File: src/rtl/cads_pkg.sv
// ----------------------------------------------------------------------------
// cads_pkg
// Shared types and constants for the chopper ADC sequencer and duty calculator
// ----------------------------------------------------------------------------
package cads_pkg;

  // fixed field widths
  localparam int unsigned ConvW      = 10;
  localparam int unsigned PowerW     = 20;
  localparam int unsigned EffW       = 16;
  localparam int unsigned DutyW      = 16;
  localparam int unsigned PwmTopW    = 16;
  localparam int unsigned PowerCmdW  = 16;

  // defaults and constants
  localparam int unsigned AdcBitsDef  = 10;
  localparam logic [PwmTopW-1:0] PwmTopReset = 16'd159;
  localparam int unsigned EffFracBits = 12;
  localparam int unsigned DutyShift   = 15;
  localparam int unsigned ChanCnt     = 4;
  localparam int unsigned ChanW       = $clog2(ChanCnt);

  // channel order of the round robin
  localparam logic [ChanW-1:0] ChanVin  = 2'd0;
  localparam logic [ChanW-1:0] ChanIin  = 2'd1;
  localparam logic [ChanW-1:0] ChanVout = 2'd2;
  localparam logic [ChanW-1:0] ChanIout = 2'd3;

  typedef enum logic [2:0] {
    ST_IDLE,
    ST_MUL,
    ST_LOAD,
    ST_DIV,
    ST_OUT
  } cads_state_e;

  // divider status towards the sequencer
  typedef struct packed {
    logic busy;
    logic done;
  } cads_div_stat_t;

endpackage

File: src/rtl/cads_div.sv
// ----------------------------------------------------------------------------
// cads_div
// Bit-serial efficiency divider: (num << 12) / den, saturating, zero on den 0
// ----------------------------------------------------------------------------
module cads_div import cads_pkg::*; #(
  parameter int unsigned PW = PowerW
) (
  input  logic              clk_i,
  input  logic              rst_ni,
  input  logic              start_i,
  input  logic [PW-1:0]     num_i,
  input  logic [PW-1:0]     den_i,
  output cads_div_stat_t    stat_o,
  output logic [EffW-1:0]   quot_o
);

  localparam int unsigned SatShift = EffW - EffFracBits;
  localparam int unsigned CntW     = $clog2(EffW);

  logic              busy_q;
  logic              done_q;
  logic [CntW-1:0]   cnt_q;
  logic [PW-1:0]     rem_q;
  logic [EffW-1:0]   low_q;
  logic [EffW-1:0]   quot_q;

  logic [PW:0]       rem_sh;
  logic              ge;
  logic [PW:0]       diff;
  logic              sat;

  // quotient above 16 bits exactly when num >= den * 16
  assign sat    = {{SatShift{1'b0}}, num_i} >= {den_i, {SatShift{1'b0}}};
  assign rem_sh = {rem_q, low_q[EffW-1]};
  assign ge     = rem_sh >= {1'b0, den_i};
  assign diff   = rem_sh - {1'b0, den_i};

  always_ff @(posedge clk_i or negedge rst_ni) begin
    if (!rst_ni) begin
      busy_q <= 1'b0;
      done_q <= 1'b0;
      cnt_q  <= '0;
    end else if (start_i) begin
      cnt_q <= '0;
      if (den_i == '0 || sat) begin
        busy_q <= 1'b0;
        done_q <= 1'b1;
      end else begin
        busy_q <= 1'b1;
        done_q <= 1'b0;
      end
    end else if (busy_q) begin
      cnt_q <= cnt_q + 1'b1;
      if (cnt_q == CntW'(EffW - 1)) begin
        busy_q <= 1'b0;
        done_q <= 1'b1;
      end
    end else begin
      done_q <= 1'b0;
    end
  end

  always_ff @(posedge clk_i) begin
    if (start_i) begin
      rem_q <= PW'(num_i >> SatShift);
      low_q <= {num_i[SatShift-1:0], {EffFracBits{1'b0}}};
      if (den_i == '0) begin
        quot_q <= '0;
      end else if (sat) begin
        quot_q <= '1;
      end else begin
        quot_q <= '0;
      end
    end else if (busy_q) begin
      rem_q  <= ge ? diff[PW-1:0] : rem_sh[PW-1:0];
      low_q  <= {low_q[EffW-2:0], 1'b0};
      quot_q <= {quot_q[EffW-2:0], ge};
    end
  end

  assign stat_o.busy = busy_q;
  assign stat_o.done = done_q;
  assign quot_o      = quot_q;

endmodule

File: src/rtl/chopper_adc_sequencer_duty_calc.sv
// ----------------------------------------------------------------------------
// chopper_adc_sequencer_duty_calc
// ADC channel sequencer with serial power, efficiency and PWM duty arithmetic
// ----------------------------------------------------------------------------
// channel   handshake                 payload
// in        in_valid_i / in_ready_o   tick, eoc level, code, commands, power ref
// out       out_valid_o / out_ready_i clock, run flag, codes, powers, eff, duty
// cfg       cfg_we_i                  cfg_wdata_i = pwm_top
//
// a beat without the run flag goes from accept through ST_OUT to the output
// register, and ST_OUT holds while the previous result still waits there
// with the run flag set: shift-add multiply (both powers and the duty product
// side by side, the powers in the first CodeW steps), the load state, then a
// 16-step divider; zero input power or a saturated efficiency skips the
// divide steps
// reset clears the sequencer, channel index, flags and held results
// a beat is taken while the previous result still waits in the output register;
// the next result then stalls until that one is taken
// ----------------------------------------------------------------------------
module chopper_adc_sequencer_duty_calc import cads_pkg::*; #(
  parameter int unsigned ADC_BITS = AdcBitsDef
) (
  input  logic                  clk_i,
  input  logic                  rst_ni,
  input  logic                  cfg_we_i,
  input  logic [PwmTopW-1:0]    cfg_wdata_i,
  input  logic                  in_valid_i,
  output logic                  in_ready_o,
  input  logic                  adc_half_tick_i,
  input  logic                  eoc_level_i,
  input  logic [ConvW-1:0]      conv_value_i,
  input  logic                  enable_cmd_i,
  input  logic                  regen_cmd_i,
  input  logic                  reverse_cmd_i,
  input  logic [PowerCmdW-1:0]  power_cmd_i,
  output logic                  out_valid_o,
  input  logic                  out_ready_i,
  output logic                  adc_clock_level_o,
  output logic                  run_flag_o,
  output logic [ConvW-1:0]      in_voltage_code_o,
  output logic [ConvW-1:0]      in_current_code_o,
  output logic [ConvW-1:0]      out_voltage_code_o,
  output logic [ConvW-1:0]      out_current_code_o,
  output logic [PowerW-1:0]     in_power_o,
  output logic [PowerW-1:0]     out_power_o,
  output logic [EffW-1:0]       efficiency_o,
  output logic [DutyW-1:0]      duty_forward_o,
  output logic [DutyW-1:0]      duty_reverse_o
);

  localparam int unsigned CodeW    = (ADC_BITS < ConvW) ? ADC_BITS : ConvW;
  localparam int unsigned PW       = 2 * CodeW;
  localparam int unsigned MulSteps = PwmTopW;
  localparam int unsigned MulCntW  = $clog2(MulSteps);
  localparam int unsigned NumW     = PowerCmdW + 2;
  localparam int unsigned DProdW   = 2 * PwmTopW;
  localparam logic signed [NumW-1:0] PowerOne = NumW'(1 << (PowerCmdW - 2));

  cads_state_e state_q, state_d;

  logic [PwmTopW-1:0]  pwm_top_q;
  logic                eoc_prev_q;
  logic [ChanW-1:0]    chan_idx_q, chan_idx_d;
  logic                adc_clk_q;
  logic                run_q, run_d;
  logic [CodeW-1:0]    vin_q, iin_q, vout_q, iout_q;
  logic [CodeW-1:0]    vin_d, iin_d, vout_d, iout_d;
  logic [PW-1:0]       pin_hold_q, pout_hold_q;
  logic [EffW-1:0]     eff_hold_q;
  logic [DutyW-1:0]    duty_fwd_q, duty_rev_q;
  logic                en_q, rev_q;

  // shift-add product registers: upper half accumulates, multiplier drains out
  logic [PW:0]         pp_in_q, pp_out_q;
  logic [DProdW:0]     pp_duty_q;
  logic [MulCntW-1:0]  mul_cnt_q;

  logic                in_acc;
  logic                eoc_rise;
  logic [CodeW-1:0]    code;
  logic signed [NumW-1:0] num;
  logic [PwmTopW-1:0]  num_mag;
  logic                pwr_step;
  logic [CodeW:0]      sum_in, sum_out;
  logic [PwmTopW:0]    sum_duty;
  logic [DutyW-1:0]    duty_raw;

  logic                mul_last;
  logic                div_start;
  logic                out_load;
  cads_div_stat_t      div_stat;
  logic [EffW-1:0]     div_quot;

  logic                out_valid_q;
  logic                o_clk_q, o_run_q;
  logic [ConvW-1:0]    o_vin_q, o_iin_q, o_vout_q, o_iout_q;
  logic [PowerW-1:0]   o_pin_q, o_pout_q;
  logic [EffW-1:0]     o_eff_q;
  logic [DutyW-1:0]    o_fwd_q, o_rev_q;

  assign in_acc   = in_valid_i && in_ready_o;
  assign eoc_rise = eoc_level_i && !eoc_prev_q;
  assign code     = conv_value_i[CodeW-1:0];

  // channel latch and run flag for the incoming beat
  always_comb begin
    vin_d      = vin_q;
    iin_d      = iin_q;
    vout_d     = vout_q;
    iout_d     = iout_q;
    chan_idx_d = chan_idx_q;
    run_d      = adc_half_tick_i ? 1'b0 : run_q;
    if (eoc_rise) begin
      chan_idx_d = chan_idx_q + 1'b1;
      case (chan_idx_q)
        ChanVin:  vin_d = code;
        ChanIin:  iin_d = code;
        ChanVout: vout_d = code;
        ChanIout: begin
          iout_d = code;
          run_d  = 1'b1;
        end
        default: vin_d = vin_q;
      endcase
    end
  end

  // duty numerator, clamped at zero; its positive range fits 16 bits
  assign num = NumW'($signed(power_cmd_i)) + PowerOne - (regen_cmd_i ? PowerOne : '0);
  assign num_mag = (num > 0) ? num[PwmTopW-1:0] : '0;

  assign pwr_step = mul_cnt_q < MulCntW'(CodeW);
  assign sum_in   = {1'b0, pp_in_q[PW-1:CodeW]} + {1'b0, vin_q};
  assign sum_out  = {1'b0, pp_out_q[PW-1:CodeW]} + {1'b0, vout_q};
  assign sum_duty = {1'b0, pp_duty_q[DProdW-1:PwmTopW]} + {1'b0, pwm_top_q};
  assign mul_last = mul_cnt_q == MulCntW'(MulSteps - 1);

  assign duty_raw = pp_duty_q[DProdW-1] ? '1 : pp_duty_q[DProdW-2:DutyShift];

  // next state
  always_comb begin
    state_d = state_q;
    case (state_q)
      ST_IDLE: if (in_acc) state_d = run_d ? ST_MUL : ST_OUT;
      ST_MUL:  if (mul_last) state_d = ST_LOAD;
      ST_LOAD: state_d = ST_DIV;
      ST_DIV:  if (div_stat.done) state_d = ST_OUT;
      ST_OUT:  if (!out_valid_q || out_ready_i) state_d = ST_IDLE;
      default: state_d = ST_IDLE;
    endcase
  end

  // state outputs
  always_comb begin
    in_ready_o = 1'b0;
    div_start  = 1'b0;
    out_load   = 1'b0;
    case (state_q)
      ST_IDLE: in_ready_o = 1'b1;
      ST_LOAD: div_start = 1'b1;
      ST_OUT:  out_load = !out_valid_q || out_ready_i;
      default: in_ready_o = 1'b0;
    endcase
  end

  always_ff @(posedge clk_i or negedge rst_ni) begin
    if (!rst_ni) begin
      state_q     <= ST_IDLE;
      pwm_top_q   <= PwmTopReset;
      eoc_prev_q  <= 1'b0;
      chan_idx_q  <= '0;
      adc_clk_q   <= 1'b0;
      run_q       <= 1'b0;
      vin_q       <= '0;
      iin_q       <= '0;
      vout_q      <= '0;
      iout_q      <= '0;
      pin_hold_q  <= '0;
      pout_hold_q <= '0;
      eff_hold_q  <= '0;
      duty_fwd_q  <= '0;
      duty_rev_q  <= '0;
      mul_cnt_q   <= '0;
      out_valid_q <= 1'b0;
    end else begin
      state_q <= state_d;
      if (cfg_we_i) pwm_top_q <= cfg_wdata_i;
      if (in_acc) begin
        if (adc_half_tick_i) adc_clk_q <= ~adc_clk_q;
        eoc_prev_q <= eoc_level_i;
        chan_idx_q <= chan_idx_d;
        run_q      <= run_d;
        vin_q      <= vin_d;
        iin_q      <= iin_d;
        vout_q     <= vout_d;
        iout_q     <= iout_d;
        mul_cnt_q  <= '0;
      end else if (state_q == ST_MUL) begin
        mul_cnt_q <= mul_cnt_q + 1'b1;
      end
      if (state_q == ST_LOAD) begin
        pin_hold_q  <= pp_in_q[PW-1:0];
        pout_hold_q <= pp_out_q[PW-1:0];
        duty_fwd_q  <= (en_q && !rev_q) ? duty_raw : '0;
        duty_rev_q  <= (en_q && rev_q) ? duty_raw : '0;
      end
      if (state_q == ST_DIV && div_stat.done) eff_hold_q <= div_quot;
      if (out_load) begin
        out_valid_q <= 1'b1;
      end else if (out_ready_i) begin
        out_valid_q <= 1'b0;
      end
    end
  end

  // serial multipliers and output payload
  always_ff @(posedge clk_i) begin
    if (in_acc) begin
      en_q      <= enable_cmd_i;
      rev_q     <= reverse_cmd_i;
      pp_in_q   <= {{(CodeW + 1){1'b0}}, iin_d};
      pp_out_q  <= {{(CodeW + 1){1'b0}}, iout_d};
      pp_duty_q <= {{(PwmTopW + 1){1'b0}}, num_mag};
    end else if (state_q == ST_MUL) begin
      if (pwr_step) begin
        pp_in_q  <= pp_in_q[0] ? {1'b0, sum_in, pp_in_q[CodeW-1:1]}
                               : {1'b0, pp_in_q[PW:1]};
        pp_out_q <= pp_out_q[0] ? {1'b0, sum_out, pp_out_q[CodeW-1:1]}
                                : {1'b0, pp_out_q[PW:1]};
      end
      pp_duty_q <= pp_duty_q[0] ? {1'b0, sum_duty, pp_duty_q[PwmTopW-1:1]}
                                : {1'b0, pp_duty_q[DProdW:1]};
    end
    if (out_load) begin
      o_clk_q  <= adc_clk_q;
      o_run_q  <= run_q;
      o_vin_q  <= ConvW'(vin_q);
      o_iin_q  <= ConvW'(iin_q);
      o_vout_q <= ConvW'(vout_q);
      o_iout_q <= ConvW'(iout_q);
      o_pin_q  <= PowerW'(pin_hold_q);
      o_pout_q <= PowerW'(pout_hold_q);
      o_eff_q  <= eff_hold_q;
      o_fwd_q  <= duty_fwd_q;
      o_rev_q  <= duty_rev_q;
    end
  end

  cads_div #(
    .PW (PW)
  ) u_div (
    .clk_i   (clk_i),
    .rst_ni  (rst_ni),
    .start_i (div_start),
    .num_i   (pp_out_q[PW-1:0]),
    .den_i   (pp_in_q[PW-1:0]),
    .stat_o  (div_stat),
    .quot_o  (div_quot)
  );

  assign out_valid_o        = out_valid_q;
  assign adc_clock_level_o  = o_clk_q;
  assign run_flag_o         = o_run_q;
  assign in_voltage_code_o  = o_vin_q;
  assign in_current_code_o  = o_iin_q;
  assign out_voltage_code_o = o_vout_q;
  assign out_current_code_o = o_iout_q;
  assign in_power_o         = o_pin_q;
  assign out_power_o        = o_pout_q;
  assign efficiency_o       = o_eff_q;
  assign duty_forward_o     = o_fwd_q;
  assign duty_reverse_o     = o_rev_q;

  // the run flag only comes up on the fourth channel, which wraps the index
  assert property (@(posedge clk_i) disable iff (!rst_ni)
    $rose(run_q) |-> chan_idx_q == ChanVin)
    else $error("run flag rose without a completed channel round");

  // divider only reports back while the sequencer waits for it
  assert property (@(posedge clk_i) disable iff (!rst_ni)
    div_stat.done |-> state_q == ST_DIV)
    else $error("divider finished outside the divide phase");

  // arithmetic runs only for beats that leave the run flag set
  assert property (@(posedge clk_i) disable iff (!rst_ni)
    state_q == ST_MUL |-> run_q)
    else $error("multiply phase without run flag");

  // a new beat is never taken while the divider is still busy
  assert property (@(posedge clk_i) disable iff (!rst_ni)
    div_stat.busy |-> !in_ready_o)
    else $error("input ready while divider busy");

endmodule
File: config.mk
export PLATFORM = sky130hd
export DESIGN_NAME = chopper_adc_sequencer_duty_calc
export DESIGN_NICKNAME = d
export VERILOG_FILES = /design/src/rtl/cads_pkg.sv /design/src/rtl/cads_div.sv /design/src/rtl/chopper_adc_sequencer_duty_calc.sv
export SDC_FILE = /design/constraint.sdc
export NUM_CORES = 1
export LEC_CHECK = 0
export ABC_CLOCK_PERIOD_IN_PS = 6600
export BUFFER_PORTS_ARGS = -buffer_cell sky130_fd_sc_hd__clkbuf_2
export CAP_MARGIN = 20
export CORE_AREA = 4 4 172 257
export DETAILED_ROUTE_END_ITERATION = 8
export DIE_AREA = 0 0 176 261
export SYNTH_ARGS = -nofsm -noshare
export SYNTH_HDL_FRONTEND = slang
export SYNTH_SLANG_ARGS = --single-unit
File: constraint.sdc
create_clock -name clk_i -period 6.6 [get_ports clk_i]
set_input_delay 0.33 -clock clk_i [delete_from_list [all_inputs] [get_ports clk_i]]
set_output_delay 0.33 -clock clk_i [all_outputs]
set_load 0.01 [all_outputs]
Word-level counts from Yosys, hierarchy flattened
Cells that the tools add are included.
Word-level totals
  flip-flop bits (word level): 407
  logic and storage cells: 150
Cells by class
  $add $sub $neg: 9
  $lt $le $gt $ge: 4
  equality and inequality tests: 14
  multiplexer cells: 55
  bitwise logic cells: 1
  reductions and logical operators: 24
Operators with widths (count)
  $mux W16: 14
  $mux W10: 10
  $mux W20: 3
  $mux W32: 1
  $ge A20 B24 Y1: 1
  $add A10 B10 Y11: 2
  $ge A21 B20 Y1: 1
  $logic_not A20 Y1: 1
  $sub A20 B20 Y20: 1
  $gt A18 B1 Y1 const B: 1
  $sub A17 B16 Y18: 1
  $add A16 B16 Y17: 1
  $add A16 B16 Y17 const B: 1
  $mux W1: 16
  $mux W4: 4
  $mux W15: 1
  $mux W3: 5
  $pmux W3 S5: 1
  $add A4 B1 Y4 const B: 2
  $eq A4 B4 Y1 const B: 2
  $reduce_and A2 Y1: 4
  $reduce_bool A2 Y1: 4
  $eq A3 B2 Y1 const B: 2
  $ne A2 B2 Y1 const B: 3
  other kinds (16): 25

Longest topological paths before layout
Gate-level depths: netlist of the first run.
  depth after elaboration: 6
  gate-level depth with buffers: 12
  mapped depth without buffers: 11

Cells and area by module
Synthesis of the first run repeated with hierarchy kept, for this count alone.
Unflattened totals
  cells, all modules: 1671
  area total of the unflattened synthesis: 19169.6 um^2
By module, submodules not included
  chopper_adc_sequencer_duty_calc: times used 1, cells each 1270, area each 15432.3 um^2, sequential area each 9701.8 um^2
  cads_div: times used 1, cells each 401, area each 3737.3 um^2, sequential area each 1311.3 um^2

Worst setup path after synthesis of the first run
No wires, ideal clock.
  path type: reg2reg
  start: register state_q[1]
  end: register o_clk_q, in the netlist adc_clock_level_o (enable)
  setup time: 0.505 ns
  data arrival time: 3.774 ns
  required time: 6.095 ns
  setup slack: 2.320 ns
  stages on the path, launching flop included: 4
  buffers on the path: 1
  cell sequence: dfrtp_1 -> clkbuf_1 -> nor2_1 -> and3_1
Between the ends
  word-level cells in the longest chain between the ends: 2
RTL lines
  from (decl): RTL line chopper_adc_sequencer_duty_calc.sv:59  | cads_state_e state_q, state_d;
  from (signal assigned): RTL line chopper_adc_sequencer_duty_calc.sv:186  | state_q <= state_d;
  $eq A3 B3 Y1: RTL line chopper_adc_sequencer_duty_calc.sv:158  | case (state_q)
  $mux W1: RTL line chopper_adc_sequencer_duty_calc.sv:158
  via out_load: RTL line chopper_adc_sequencer_duty_calc.sv:90  | logic out_load;
  to (signal assigned): RTL line chopper_adc_sequencer_duty_calc.sv:235  | o_clk_q <= adc_clk_q;
  to (decl): RTL line chopper_adc_sequencer_duty_calc.sv:95  | logic o_clk_q, o_run_q;
The timed path passes the listed nets, and every way through them passes these cells.
A chain may end at the register's enable or synchronous reset.

Final worst setup path of the first run
  start: register pp_in_q[12]
  end: register u_div.rem_q[13], data pin
Between the ends
  word-level cells in the longest chain between the ends: 4
  elaborated cells between the ends (all ways): 5
  classes of those cells: add/sub: 1; order compare: 1; mux: 3
RTL lines
  from (decl): RTL line chopper_adc_sequencer_duty_calc.sv:74  | logic [PW:0] pp_in_q, pp_out_q;
  from (signal assigned): RTL line chopper_adc_sequencer_duty_calc.sv:221  | pp_in_q <= {{(CodeW + 1){1'b0}}, iin_d};
  from (signal assigned): RTL line chopper_adc_sequencer_duty_calc.sv:226  | pp_in_q <= pp_in_q[0] ? {1'b0, sum_in, pp_in_q[CodeW-1:1]}
  $sub A20 B20 Y20 / $ge A21 B20 Y1 (equally long branches): RTL line cads_div.sv:36, cads_div.sv:35
  $mux W20 (*): RTL line cads_div.sv:75  | rem_q <= ge ? diff[PW-1:0] : rem_sh[PW-1:0];
  $mux W16 (*): RTL line cads_div.sv:74  | end else if (busy_q) begin
  $mux W16 (*): RTL line cads_div.sv:64  | if (start_i) begin
  to (signal assigned): RTL line cads_div.sv:65  | rem_q <= PW'(num_i >> SatShift);
  to (signal assigned): RTL line cads_div.sv:75
  to (decl): RTL line cads_div.sv:23  | logic [PW-1:0] rem_q;
Mark *: on every way between the ends. The rest lies on a longest branch, timed or not. The select of a mux whose other input is x is not followed.

==> results of run 1 <==
synth_stat cells, types with 7 or more instances:
cell type	number
edfxtp_1	204
nand2_1	204
dfrtp_1	157
o21ai_0	106
ha_1	94
nor2_1	82
mux2_2	71
inv_1	70
a21oi_1	67
clkbuf_1	48
mux2i_1	41
a21o_1	40
dfxtp_1	40
xnor2_1	40
o31ai_1	38
nand3_1	31
nor3_1	21
xor2_1	18
a211oi_1	15
a22o_1	14
o211ai_1	13
o21a_1	12
nor2b_1	11
a31oi_1	10
and3_1	10
buf_1	8
nand4_1	8
o22ai_1	8
nand2b_1	7
nor4_1	7
cell type report:
class	instances	area, µm²
fill	3779	20300
tap	564	706
inverter	71	267
multi-input combinational	1049	7210
sequential	407	11000
clock inverter	24	243
timing repair buffer	197	1050
clock buffer	47	1070
worst paths after layout:
check	startpoint	end	slack [ps]	cells past startpoint
worst max-delay path	pp_in_q[12]	u_div.rem_q[13]	3040	10
worst min-delay path	cfg_wdata_i[6]	pwm_top_q[6]	30	2
worst max register to register	pp_in_q[12]	u_div.rem_q[13]	3040	10
worst min register to register	eff_hold_q[14]	efficiency_o[14]	440	0
max in group asynchronous	rst_ni	eff_hold_q[8]	5120	3
min in group asynchronous	rst_ni	vin_q[9]	320	2
layer usage:
metal / track usage (%) / up-vias / routed length, µm / part of all wire [%]
met5: 0 / - / 0 / 0
met4: 7.65 / 0 / 1720 / 3.9
met3: 3.36 / 78 / 2190 / 4.9
met2: 34.3 / 278 / 23000 / 52
met1: 23.5 / 6115 / 17700 / 40
li1: - / 6133 / - / -
registers in the layout, indices dropped and copies added (netlist names), 16 cells and up:
register,cells
in_power_o,20
pp_out_q,20
duty_reverse_o,16
pp_duty_q,32
pp_in_q,20
pin_hold_q,20
duty_rev_q,16
duty_forward_o,16
pwm_top_q,16
u_div.quot_o,16
pout_hold_q,20
out_power_o,20
eff_hold_q,16
duty_fwd_q,16
efficiency_o,16
u_div.rem_q,20
metrics by stage:
step | util (%) | hold slack (ps)
after CTS | 51.4 | 4.45
after detailed placement | 48.1 | 339
after global routing | 51.5 | 18.3
final | 51.5 | 26.0
after global placement | 48.1 | 341
after floorplan | - | 34.4
cells by family after synthesis:
kind of cell               after synthesis
AOI/OAI and AO/OA                      368
xor gates and xnor gates                58
adders and majority gates               98
buffers and inverters                  135
DFF                                    407
muxes                                  112
and+or+nand+nor                        413
where the power goes:
group / total (mW) / switching (mW) / internal [mW]
Clock: 2.29 / 0.968 / 1.32
Sequential: 4.09 / 0.542 / 3.55
Combinational: 3.21 / 1.93 / 1.28
Total: 9.59 / 3.44 / 6.16
critical path, delay by kind of cell, from the launching register on:
| kind | cells | cell delay, ps |
|---|---|---|
| AND/OR/NAND/NOR | 4 | 1180 |
| AO/OA/AOI/OAI | 4 | 1100 |
| flip-flops | 1 | 390 |
| adder cells (fa/ha/maj) | 1 | 460 |
| buffers and inverters | 1 | 160 |
==> flow_summary.json, run 1 <==
{
  "synth_warnings": 0,
  "worst_path_max_delay_cell": "a31oi_4",
  "start_kind": "flip-flop",
  "rsz0062_at_grt": "no",
  "htree_levels": 2,
  "place_hpwl_um": 32700,
  "io-pin-count": 184,
  "post-route-min-period_ps": 3560,
  "crit_chain": "inv_1 -> ha_1 -> nand4_1 -> or4_1 -> a21oi_2 -> o31ai_2 -> a31oi_4 -> nor2_1 -> nand2_1 -> o211ai_1",
  "synth_area_leaders": "edfxtp_1 33%, dfrtp_1 21%, ha_1 6.3%",
  "synth-seq-area-share_pct": 58.7,
  "synth_cell_types": 73,
  "synth_top_area_share_pct": 32.7,
  "yosys.area_share.simple_pct": 9.82,
  "antenna_found_initial": 0,
  "cts_tree": "built",
  "first_global_vias": 12700,
  "initial_core_util_pct": 44.7,
  "synth_xor_area_share_pct": 2.71,
  "drtIter0Drc": 730,
  "timing.setup.tns_ps": 0,
  "synth_compound_area_share_pct": 12.7,
  "grt_util_all_layers_pct": 19.4,
  "clk_transition_reported_paths_ps": 70,
  "core_area_um2": 41900,
  "synth_edf_count": 204,
  "irDropWorstVdd_uv": 185,
  "outcome": "finished, final reports clean",
  "synth_top_family_by_area": "compound AO/OA/AOI/OAI gates",
  "final-max-slew-violation-count": 0,
  "fin_worst_skew_ps": 16.6,
  "post_synth.cell_area_avg_um2": 11.8,
  "fp.dieH_um": 261,
  "critPathMaxFanout": 32,
  "grt_pass1_wl_um": 70300,
  "max_stage_delay_ps": 750,
  "ys.flop_type": "edfxtp_1",
  "post_cts.repair.setup_buffers": 0,
  "crit_required_ps": 6880,
  "cp.arrival_ps": 3840,
  "antenna_left": 0,
  "p_leak_nw": 9.48,
  "gp_congestion": 0.905,
  "ys_seq_elements": 407,
  "finalNonFillerCells": 2359,
  "synth_mux_area_share_pct": 6.45,
  "cts_resized": 0,
  "root_buffer": "clkbuf_16",
  "syn_nets": 1741,
  "place_inst": 2281,
  "finalPower_mw": 9.59,
  "final_common_cell": "edfxtp_1",
  "cts_hold_buf": 5,
  "clkSinkCount": 407,
  "placed_area_um2": 20200,
  "overflow": 0,
  "drive_gt1_share_pct": 19.6,
  "nets": 1915,
  "via_per_inst": 5.34,
  "vias": 12600,
  "crit_path_end_kind": "flip-flop",
  "dp_worst_setup_slack_ps": 3050,
  "grt_max_degree": 95,
  "syn_to_final_growth_pct": 15.0,
  "synthCells": 1591,
  "fp.dieArea_um2": 45900,
  "post-route-period-util_pct": 53.9,
  "cts_buffers": 39,
  "synth_adder_area_share_pct": 6.70,
  "hp-class": "in -> reg",
  "max_cap_viol_count": 0,
  "syn-cell-area_um2": 18700,
  "yosysTopAreaCell": "edfxtp_1",
  "path_class": "reg -> reg",
  "die_x_um": 176,
  "clock_latency_ps": 540,
  "final_cell_mix": "204 x edfxtp_1, 203 x nand2_1, 182 x clkbuf_2",
  "power_density_nw_per_um2": 445,
  "slew_headroom_pct": 34.1,
  "routed_wl_um": 44600,
  "tightest_slew_ps": 988,
  "rows": 92,
  "portBuffers": 183,
  "cts_buffer_depth": 3,
  "async_reset_ff_share_pct": 40.0,
  "design_area_um2": 21600,
  "drt-pass1-iter-count": 6,
  "final-hold-violation-count": 0,
  "fmax_mhz": 281,
  "finalSetupViolations": 0,
  "routedWlPerCell_um": 18.9,
  "fin_ws_ps": 3040,
  "drc": 0,
  "diodes": 0
}
Power figures use the tool's default switching activity.
==> run 2, diff against run 1 <==
ABC_CLOCK_PERIOD_IN_PS = 3120   (was 6600)
PLACE_DENSITY = 0.65   (was default)
clock period = 3.12 ns   (was 6.6 ns; I/O delays follow)
==> flow_summary.json, run 2 (synthesis results as in run 1) <==
{
  "outcome": "finished, final reports clean",
  "largest_reg_flops": 32,
  "root_buffer": "clkbuf_16",
  "syn_to_final_growth_pct": 20.1,
  "finalPower_mw": 21.3,
  "cts_buffer_depth": 3,
  "reg2reg_depth": 12,
  "combPwrFrac_pct": 36.7,
  "first_global_vias": 13500,
  "hold_depth": 2,
  "place_hpwl_um": 34900,
  "nets": 2019,
  "die_x_um": 176,
  "register_area_um2": 11000,
  "place_inst": 2354,
  "drt-pass1-iter-count": 5,
  "io-pin-count": 184,
  "fp.dieH_um": 261,
  "final_common_cell": "edfxtp_1",
  "nFillCells": 3685,
  "worst-r2r-setup-slack_ps": 160,
  "initial_core_util_pct": 44.7,
  "tightest_slew_ps": 991,
  "clkPwrFrac_pct": 23.2,
  "max_stage_delay_ps": 390,
  "multi_input_area_um2": 7220,
  "final_cell_mix": "204 x edfxtp_1, 202 x nand2_1, 182 x clkbuf_2",
  "grt_util_all_layers_pct": 20.5,
  "p_int_mw": 13.7,
  "critPathMaxFanout": 15,
  "via_per_inst": 5.32,
  "hp-class": "in -> reg",
  "drtIter0Drc": 919,
  "htree_levels": 2,
  "crit_path_end_kind": "flip-flop",
  "start_kind": "flip-flop",
  "post-route-period-util_pct": 94.9,
  "design_area_um2": 22500,
  "antenna_found_initial": 0,
  "crit_required_ps": 3420,
  "reg2reg_to": "u_div.quot_o[4]",
  "portBuffers": 183,
  "cp_common_cell": "buf_4",
  "min_from": "conv_value_i[0]",
  "finalNonFillerCells": 2465,
  "crit_chain": "inv_1 -> buf_4 -> ha_1 -> and3_1 -> a221o_1 -> a221oi_1 -> o21ai_0 -> a41o_1 -> nand2_2 -> nor2_2 -> buf_4 -> a21o_1",
  "routedWlPerCell_um": 19.1,
  "fin_util_pct": 53.7,
  "clk_transition_reported_paths_ps": 70,
  "antenna_left": 0,
  "routed_wl_um": 47100,
  "net-switching-power_mw": 7.62,
  "path_class": "reg -> reg",
  "max_cap_viol_count": 0,
  "drive_gt1_share_pct": 22.4,
  "power_density_nw_per_um2": 945,
  "final-max-slew-violation-count": 0,
  "regToRegStartpoint": "pp_in_q[6]",
  "rsz0062_at_grt": "no",
  "grt_pass1_wl_um": 74500,
  "finalSetupViolations": 0,
  "top_register": "pp_duty_q",
  "diodes": 0,
  "final-hold-violation-count": 0,
  "worst_path_max_delay_cell": "edfxtp_1",
  "p_seq_share_pct": 40.1,
  "core_area_um2": 41900,
  "fin_worst_skew_ps": 25.7,
  "overflow": 0,
  "grt_max_degree": 89,
  "fmax_mhz": 338,
  "placed_area_um2": 20800,
  "p_sw_share_pct": 35.8,
  "clock_latency_ps": 550,
  "clkSinkCount": 407,
  "cts_buffers": 40,
  "irDropWorstVdd_uv": 418,
  "slew_headroom_pct": 33.6,
  "p_leak_nw": 10.0,
  "cp.arrival_ps": 3260,
  "min_to": "vout_q[0]",
  "cts_tree": "built",
  "gp_congestion": 0.918,
  "post-route-min-period_ps": 2960,
  "drc": 0,
  "vias": 13100,
  "rows": 92,
  "fp.dieArea_um2": 45900,
  "timing.setup.tns_ps": 0
}
## run 2: cell type report
cell class	instances	area share (%)
clock buffers	53	5.13
clock inverters	21	0.901
inverters	71	1.18
multi-input cells	1049	32.1
flip-flops and latches	407	48.9
well taps	564	3.14
repair buffers	300	8.66
## run 2: metrics by stage
step / worst slack (ps) / hold WS, ps
global placement: 150 / 164
global route: 12.4 / 36.7
finish: 158 / 35.4
CTS: 102 / 1.30
detailed placement: 139 / 173
floorplan: 314 / -140
## run 2: how the worst max path moves through the flow
stage,start,endpoint,slack [ps],depth (start not counted)
2_1_floorplan,state_q[1],adc_clock_level_o,310,3
3_3_place_gp,pp_in_q[14],u_div.rem_q[0],150,11
3_5_place_dp,pp_in_q[6],u_div.quot_o[4],140,12
4_1_cts,pp_in_q[14],u_div.rem_q[1],100,11
5_1_grt,pp_in_q[6],u_div.quot_o[4],10,12
6_report,pp_in_q[6],u_div.quot_o[4],160,12
## run 2: layer usage
metal  up-vias  track usage (%)  part of all wire, %
met1      6372             24.9                   40
met4         0             7.39                  3.6
li1       6346                -                    -
met3        92             2.40                  3.8
met5         -                0                    0
met2       309             37.6                   52
## run 2: what timing repair did
action / CTS / global route
setup buffers: 0 / 3
resized for setup: 0 / 1
endpoints found under the setup margin: 0 / 26
endpoints found under the hold margin: 104 / 1
hold buffers: 33 / 1
## run 2: worst max-delay path: cells and delay by family (launching register included)
family                     cells  cell delay (ps)
DFF                            1              390
buffers and inverters          3              400
adders and majority gates      1              310
and+or+nand+nor                3              390
AOI/OAI and AO/OA              5             1250
## run 2: power by group through the flow
stage	logic [mW]	registers, mW	clock network [mW]
after floorplan	4.66	8.51	0
after global placement	7.55	8.61	0
after detailed placement	7.72	8.61	0
after CTS	7.79	8.54	5.06
after global routing	8.63	8.67	5.27
final	7.80	8.53	4.94
